[src/hdl/lfsa_pkg.sv]
`timescale 1ns / 1ps

package lfsa_pkg;

	localparam int SERVERS_DEF  = 16;
	localparam int FIN_W        = 32;
	localparam int TIME_W       = 31;
	localparam int SRV_NUM_W    = 5;
	localparam logic [SRV_NUM_W-1:0] SERVERS_IN_USE_RST = 5'd16;

	typedef struct packed {
		logic [TIME_W-1:0] arrival_time;
		logic [TIME_W-1:0] job_duration;
	} in_word_t;

	typedef struct packed {
		logic [SRV_NUM_W-1:0] assigned_server;
		logic [FIN_W-1:0]     finish_time;
		logic [FIN_W-1:0]     latest_finish;
		logic [SRV_NUM_W-1:0] latest_server;
	} out_word_t;

	// Compare flags from the shared unit.
	typedef struct packed {
		logic a_le_b;
		logic a_lt_c;
		logic a_eq_c;
	} cmp_t;

endpackage

[src/hdl/lowest_free_server_assigner.sv]
`timescale 1ns / 1ps
// Flow: an accepted job passes the scan, calc and done states, done waiting while the output stalls,
// and no new job is taken until it returns to idle; one RAM read port scans finish times one per cycle.
// Reset: after arst_n releases, a clearing pass writes zero to all SERVERS entries
// with in_stall high; servers_in_use resets to 16, record to zero.

module lowest_free_server_assigner #(
	parameter int SERVERS = lfsa_pkg::SERVERS_DEF
) (
	input  logic                               clk,
	input  logic                               arst_n,
	input  logic                               in_valid,
	output logic                               in_stall,
	input  lfsa_pkg::in_word_t                 in_data,
	output logic                               out_valid,
	input  logic                               out_stall,
	output lfsa_pkg::out_word_t                out_data,
	input  logic                               cfg_valid,
	output logic                               cfg_ready,
	input  logic [lfsa_pkg::SRV_NUM_W-1:0]     cfg_data
);

	localparam int IDX_W = (SERVERS > 1) ? $clog2(SERVERS) : 1;
	localparam int CNT_W = $clog2(SERVERS + 1);

	localparam logic [2:0] ST_CLEAR = 3'd0;
	localparam logic [2:0] ST_IDLE  = 3'd1;
	localparam logic [2:0] ST_SCAN  = 3'd2;
	localparam logic [2:0] ST_CALC  = 3'd3;
	localparam logic [2:0] ST_DONE  = 3'd4;

	logic [2:0]                          state_q;
	logic [CNT_W-1:0]                    cnt_q;
	logic [CNT_W-1:0]                    n_q;
	logic                                found_q;
	logic                                out_vld_q;
	logic [lfsa_pkg::SRV_NUM_W-1:0]      srv_use_q;
	logic [lfsa_pkg::FIN_W-1:0]          rec_fin_q;
	logic [CNT_W-1:0]                    rec_srv_q;

	logic [lfsa_pkg::TIME_W-1:0]         arr_q;
	logic [lfsa_pkg::TIME_W-1:0]         dur_q;
	logic [IDX_W-1:0]                    pick_idx_q;
	logic [lfsa_pkg::FIN_W-1:0]          pick_fin_q;
	logic [IDX_W-1:0]                    min_idx_q;
	logic [lfsa_pkg::FIN_W-1:0]          min_fin_q;
	logic [lfsa_pkg::FIN_W-1:0]          fin_q;
	logic [IDX_W-1:0]                    sel_q;
	lfsa_pkg::out_word_t                 out_q;

	logic [CNT_W-1:0]                    act_n;
	logic [IDX_W-1:0]                    idx;
	logic                                ram_we;
	logic [IDX_W-1:0]                    ram_addr;
	logic [lfsa_pkg::FIN_W-1:0]          ram_wdata;
	logic [lfsa_pkg::FIN_W-1:0]          ram_rdata;
	logic [lfsa_pkg::FIN_W-1:0]          alu_a;
	logic [lfsa_pkg::FIN_W-1:0]          alu_c;
	logic [lfsa_pkg::FIN_W-1:0]          alu_sum;
	lfsa_pkg::cmp_t                      cmp;
	logic [CNT_W-1:0]                    num;
	logic                                rec_upd;
	logic                                out_free;

	assign in_stall  = (state_q != ST_IDLE);
	assign cfg_ready = 1'b1;
	assign out_valid = out_vld_q;
	assign out_data  = out_q;
	assign out_free  = !out_vld_q || !out_stall;

	// Clamp the configured count into 1..SERVERS.
	always_comb begin
		if (srv_use_q == '0) begin
			act_n = CNT_W'(1);
		end else if (32'(srv_use_q) > 32'(SERVERS)) begin
			act_n = CNT_W'(SERVERS);
		end else begin
			act_n = CNT_W'(srv_use_q);
		end
	end

	// Read data is registered, so the entry read back is the previous address, cnt_q - 1.
	assign idx = IDX_W'(cnt_q - CNT_W'(1));

	assign ram_we    = (state_q == ST_CLEAR) || ((state_q == ST_DONE) && out_free);
	assign ram_addr  = (state_q == ST_DONE) ? sel_q : cnt_q[IDX_W-1:0];
	assign ram_wdata = (state_q == ST_CLEAR) ? '0 : fin_q;

	always_comb begin
		unique case (state_q)
			ST_SCAN: begin
				alu_a = ram_rdata;
				alu_c = min_fin_q;
			end
			ST_CALC: begin
				alu_a = found_q ? pick_fin_q : min_fin_q;
				alu_c = rec_fin_q;
			end
			default: begin
				alu_a = fin_q;
				alu_c = rec_fin_q;
			end
		endcase
	end

	assign num     = CNT_W'(sel_q) + CNT_W'(1);
	assign rec_upd = !cmp.a_lt_c && (!cmp.a_eq_c || (num > rec_srv_q));

	lfsa_ram #(
		.WIDTH(lfsa_pkg::FIN_W),
		.DEPTH(SERVERS),
		.ADDR_W(IDX_W)
	) u_ram (
		.clk(clk),
		.we(ram_we),
		.addr(ram_addr),
		.wdata(ram_wdata),
		.rdata(ram_rdata)
	);

	lfsa_alu u_alu (
		.a(alu_a),
		.b(arr_q),
		.c(alu_c),
		.d(dur_q),
		.cmp(cmp),
		.sum_sat(alu_sum)
	);

	always_ff @(posedge clk or negedge arst_n) begin
		if (!arst_n) begin
			state_q   <= ST_CLEAR;
			cnt_q     <= '0;
			n_q       <= '0;
			found_q   <= 1'b0;
			out_vld_q <= 1'b0;
			srv_use_q <= lfsa_pkg::SERVERS_IN_USE_RST;
			rec_fin_q <= '0;
			rec_srv_q <= '0;
		end else begin
			if (cfg_valid && cfg_ready) begin
				srv_use_q <= cfg_data;
			end
			if ((state_q == ST_DONE) && out_free) begin
				out_vld_q <= 1'b1;
			end else if (out_vld_q && !out_stall) begin
				out_vld_q <= 1'b0;
			end
			unique case (state_q)
				ST_CLEAR: begin
					if (cnt_q == CNT_W'(SERVERS - 1)) begin
						cnt_q   <= '0;
						state_q <= ST_IDLE;
					end else begin
						cnt_q <= cnt_q + CNT_W'(1);
					end
				end
				ST_IDLE: begin
					if (in_valid) begin
						n_q     <= act_n;
						cnt_q   <= '0;
						found_q <= 1'b0;
						state_q <= ST_SCAN;
					end
				end
				ST_SCAN: begin
					if ((cnt_q != '0) && !found_q && cmp.a_le_b) begin
						found_q <= 1'b1;
					end
					if (cnt_q == n_q) begin
						state_q <= ST_CALC;
					end else begin
						cnt_q <= cnt_q + CNT_W'(1);
					end
				end
				ST_CALC: begin
					state_q <= ST_DONE;
				end
				ST_DONE: begin
					if (out_free) begin
						if (rec_upd) begin
							rec_fin_q <= fin_q;
							rec_srv_q <= num;
						end
						state_q <= ST_IDLE;
					end
				end
				default: begin
					state_q <= ST_IDLE;
				end
			endcase
		end
	end

	always_ff @(posedge clk) begin
		if ((state_q == ST_IDLE) && in_valid) begin
			arr_q <= in_data.arrival_time;
			dur_q <= in_data.job_duration;
		end
		if ((state_q == ST_SCAN) && (cnt_q != '0)) begin
			// First server already free wins; otherwise track earliest finish.
			if (!found_q && cmp.a_le_b) begin
				pick_idx_q <= idx;
				pick_fin_q <= ram_rdata;
			end
			if ((idx == '0) || cmp.a_lt_c) begin
				min_idx_q <= idx;
				min_fin_q <= ram_rdata;
			end
		end
		if (state_q == ST_CALC) begin
			fin_q <= alu_sum;
			sel_q <= found_q ? pick_idx_q : min_idx_q;
		end
		if ((state_q == ST_DONE) && out_free) begin
			out_q.assigned_server <= lfsa_pkg::SRV_NUM_W'(num);
			out_q.finish_time     <= fin_q;
			out_q.latest_finish   <= rec_upd ? fin_q : rec_fin_q;
			out_q.latest_server   <= lfsa_pkg::SRV_NUM_W'(rec_upd ? num : rec_srv_q);
		end
	end

endmodule

[src/hdl/lfsa_ram.sv]
`timescale 1ns / 1ps

module lfsa_ram #(
	parameter int WIDTH = 32,
	parameter int DEPTH = 16,
	parameter int ADDR_W = (DEPTH > 1) ? $clog2(DEPTH) : 1
) (
	input  logic              clk,
	input  logic              we,
	input  logic [ADDR_W-1:0] addr,
	input  logic [WIDTH-1:0]  wdata,
	output logic [WIDTH-1:0]  rdata
);

	logic [WIDTH-1:0] mem_q [DEPTH];

	always_ff @(posedge clk) begin
		if (we) begin
			mem_q[addr] <= wdata;
		end
		rdata <= mem_q[addr];
	end

endmodule

[src/hdl/lfsa_alu.sv]
`timescale 1ns / 1ps

module lfsa_alu (
	input  logic [lfsa_pkg::FIN_W-1:0]  a,
	input  logic [lfsa_pkg::TIME_W-1:0] b,
	input  logic [lfsa_pkg::FIN_W-1:0]  c,
	input  logic [lfsa_pkg::TIME_W-1:0] d,
	output lfsa_pkg::cmp_t              cmp,
	output logic [lfsa_pkg::FIN_W-1:0]  sum_sat
);

	logic [lfsa_pkg::FIN_W-1:0] b_ext;
	logic [lfsa_pkg::FIN_W-1:0] base;
	logic [lfsa_pkg::FIN_W:0]   sum;

	assign b_ext      = {1'b0, b};
	assign cmp.a_le_b = (a <= b_ext);
	assign cmp.a_lt_c = (a < c);
	assign cmp.a_eq_c = (a == c);

	// Later of the two start points plus duration, held at all ones on carry.
	assign base    = cmp.a_le_b ? b_ext : a;
	assign sum     = {1'b0, base} + {2'b00, d};
	assign sum_sat = sum[lfsa_pkg::FIN_W] ? {lfsa_pkg::FIN_W{1'b1}} : sum[lfsa_pkg::FIN_W-1:0];

endmodule

[config.mk]
export PLATFORM = sky130hd
export DESIGN_NAME = lowest_free_server_assigner
export DESIGN_NICKNAME = d
export VERILOG_FILES = /design/src/hdl/lfsa_pkg.sv /design/src/hdl/lowest_free_server_assigner.sv /design/src/hdl/lfsa_ram.sv /design/src/hdl/lfsa_alu.sv
export SDC_FILE = /design/constraint.sdc
export NUM_CORES = 1
export LEC_CHECK = 0
export BUFFER_PORTS_ARGS = -buffer_cell sky130_fd_sc_hd__buf_2
export CAP_MARGIN = 25
export CORE_ASPECT_RATIO = 1.1
export CORE_MARGIN = 3
export CORE_UTILIZATION = 42
export CTS_BUF_LIST = sky130_fd_sc_hd__clkbuf_8
export DETAILED_ROUTE_END_ITERATION = 12
export PLACE_DENSITY_LB_ADDON = 0.2
export SYNTH_ARGS = -nofsm -noshare
export SYNTH_HDL_FRONTEND = slang
export SYNTH_SLANG_ARGS = --single-unit
[constraint.sdc]
create_clock -name clk -period 12.8 [get_ports clk]
set_input_delay 2.56 -clock clk [delete_from_list [all_inputs] [get_ports clk]]
set_output_delay 2.56 -clock clk [all_outputs]
set_load 0.01 [all_outputs]
==> impl_metrics.csv <==
group,metric,value,unit
global_route,grt_pass1_vias,20700,
floorplan,core_area,84000,sq um
synth,synth_fp_nets,2322,
synth,synth-seq-cells,845,
cts,hold_buffers,0,
setup_path,worstSetupPathDepth,23,
floorplan,die_x,285,um
setup_path,crit_path_max_incr_delay,0.57,ns
drt,ant_nets,0,
sta,setup-tns-final,0,ns
setup_path,cp_common_cell,"o21ai_0",
sta,grt_setup_unrepaired,"no",
sta,setup_slack,5.63,ns
global_route,grt_first_pass_wirelength,132,mm
synth,synth_top_area_share,0.632,
sta,holdWs,0.468,ns
setup_path,crit_required,13.34,ns
synth,synth-compound-area-share,0.0522,
placement,dpl.hpwl,55.0,mm
synth,ys_seq_area_frac,0.690,
floorplan,dieArea,89100,sq um
synth,synth.avg_cell_area,16.8,sq um
hold_path,min_path_cells,0,
synth,synth-adder-area-share,0.0375,
sta,fin_crit,7.17,ns
synth,async_flop_share,0.0675,
cts,clk_latency,0.79,ns
setup_path,path_cells,"inv_2 > buf_4 > a21oi_1 > o21ai_0 > ha_1 > nor2b_1 > o21a_1 > o21ai_0 > a21oi_1 > o211a_1 > o21ai_0 > a31oi_4 > buf_4 > mux2_2 > ha_1 > o211a_1 > a211oi_2 > nor3_1 > nor3_2 > o31ai_2 > a221o_1 > and4_1 > o21bai_1",
drt,wire_per_inst,24.3,um
sta,hold_viol_final,0,
synth,synthTopCellsByCount,"756 x edfxtp_1, 155 x nand2_1, 128 x mux4_2",
cells_and_area,drive_gt1_frac,0.260,
floorplan,die_h,313,um
power,ir_worst_vdd,0.177,mV
cells_and_area,nets,2558,
cts,cts_root_buffer,"clkbuf_8",
power,powerDensity,283,nW/um^2
drt,finalWirelength,87.9,mm
drt,firstDrtPassIters,5,
outcome,status,"complete, no violations",
run,maxCapViolCount,0,
cells_and_area,fin_util,0.485,
floorplan,initial_core_util,0.428,
sta,worstMarginPinSlew,1.11,ns
setup_path,path_class,"reg -> reg",
power,p_leak,14.8,nW
setup_path,path_delay_family,"compound AO/OA/AOI/OAI gates",
sta,clock_skew,0.0251,ns
setup_path,ff2ff_path_depth,23,
global_route,grt_usage,0.198,
setup_path,path_buf_inv,3,
cts,clk_pin_slew_worst_paths,0.06,ns
synth,synth_xor_area_frac,0.00853,
cts,cts_tree,"built",
drt,dr.first_iter.drc_count,1654,
setup_path,startpoint_type,"register",
drt,drc,0,
cells_and_area,layout.cells.non_filler,3625,
sta,fin_crit_sh,0.560,
synth,synthDistinctLibCells,74,
synth,syn_area,35900,sq um
cts,cts.sinks,845,
setup_path,critPathCaptureType,"register",
global_route,overflow,0,
cells_and_area,areaGrowthSynthToFinish,13.5,%
synth,synthTopCellsByArea,"edfxtp_1 63%, mux4_2 8.0%, dfrtp_1 3.9%",
placement,io_buffers,147,
synth,synth_top_area_cell,"edfxtp_1",
floorplan,num_io_pins,149,
sta,setup_viol,0,
cts,cts_max_path_buffers,3,
drt,via_count,19800,
floorplan,rows,111,
setup_path,cp_max_fo,62,
setup_path,cp.arrival,7.71,ns
synth,yosys_most_used_dff,"edfxtp_1",
global_route,antenna_found_initial,5,
synth,synth_edf_count,756,
synth,synth_mux_area_frac,0.140,
setup_path,crit_slowest_cell,"o31ai_2",
synth,synth.most_common_cell,"edfxtp_1",
global_route,grt_max_degree,97,
sta,slew_violations,0,
synth,yosys.area_share.simple,0.0526,
synth,syn_inst,2143,
placement,gp_congestion,0.874,
hold_path,hp-class,"reg -> reg",
cts,cts_resized,0,
sta,max_freq,0.139,GHz
drt,vias_per_cell,5.47,
placement,pre_cts_slack,5.70,ns
cts,cts_buffers,139,
cts,htreeDepth,4,
synth,yosys_warnings,0,
synth,synth_top_family_by_area,"multiplexers",
placement,placedCellCount,3367,
cts,cts_setup_buffers,0,
sta,slew_headroom,0.262,
==> sequential cells by signal (all words and copies together), names as in the netlist <==
signal,flops
u_ram.mem_q,512
out_data,74
fin_q,32
min_fin_q,32
pick_fin_q,32
rec_fin_q,32
u_ram.rdata,32
arr_q,31
dur_q,31
cnt_q,5
n_q,5
rec_srv_q,5
srv_use_q,5
min_idx_q,4
pick_idx_q,4
sel_q,4
state_q,3
found_q,1
out_valid,1
==> final timing paths <==
| kind | start | endpoint | slack [ns] |
|---|---|---|---|
| max | state_q[0] | fin_q[31] | 5.63 |
| min | u_ram.rdata[18] | pick_fin_q[18] | 0.47 |
| max reg2reg | state_q[0] | fin_q[31] | 5.63 |
| min reg2reg | u_ram.rdata[18] | pick_fin_q[18] | 0.47 |
| max in group asynchronous | arst_n | found_q | 10.22 |
| min in group asynchronous | arst_n | rec_fin_q[4] | 1.98 |
==> cell type report <==
type | count | area [sq um]
Clock buffer | 149 | 2050
Tap cell | 1130 | 1410
Sequential cell | 845 | 24800
Inverter | 54 | 203
Antenna cell | 3 | 7.51
Fill cell | 7117 | 43200
Clock inverter | 105 | 561
Timing Repair Buffer | 189 | 1130
Multi-Input combinational cell | 1150 | 10600
==> cells in the final DEF, fill, tap and decap left out, types with 68 or more instances in the layout <==
| cell | n |
|---|---|
| inv_1 | 103 |
| clkbuf_8 | 149 |
| mux4_2 | 128 |
| mux2_2 | 69 |
| mux2i_1 | 68 |
| edfxtp_1 | 756 |
| ha_1 | 106 |
| nand2_1 | 155 |
| o21ai_0 | 71 |
| buf_2 | 148 |
| a21oi_1 | 76 |
==> logic make-up after synthesis <==
| kind of cell | Yosys count |
|---|---|
| AO/OA/AOI/OAI | 298 |
| XOR/XNOR | 35 |
| adder cells (fa/ha/maj) | 107 |
| buffers and inverters | 148 |
| flip-flops | 845 |
| multiplexers | 316 |
| other | 1 |
| AND/OR/NAND/NOR | 393 |
==> where the power goes <==
group	internal, mW	switching [mW]	total [mW]	leakage [nW]
sequential	4.08	0.394	4.47	7.88
combinational	1.98	2.87	4.84	5.34
clock	1.14	1.08	2.22	1.53
total	7.20	4.34	11.5	14.8
==> routing by layer <==
| layer | part of all wire | up-vias | global-route usage |
|---|---|---|---|
| met5 | 0 | - | 0 |
| met4 | 0.020 | 0 | 0.0550 |
| met3 | 0.054 | 122 | 0.0389 |
| met2 | 0.49 | 591 | 0.328 |
| met1 | 0.43 | 10200 | 0.267 |
| li1 | - | 8872 | - |
==> per-stage QoR <==
step,cell area (sq um),total power [mW]
floorplan,35900,7.87
finish,40800,11.5
global route,40800,12.3
CTS,40700,11.6
global placement,38100,9.24
detailed placement,38100,9.37
Note: power is estimated with default switching activity, not from simulation.
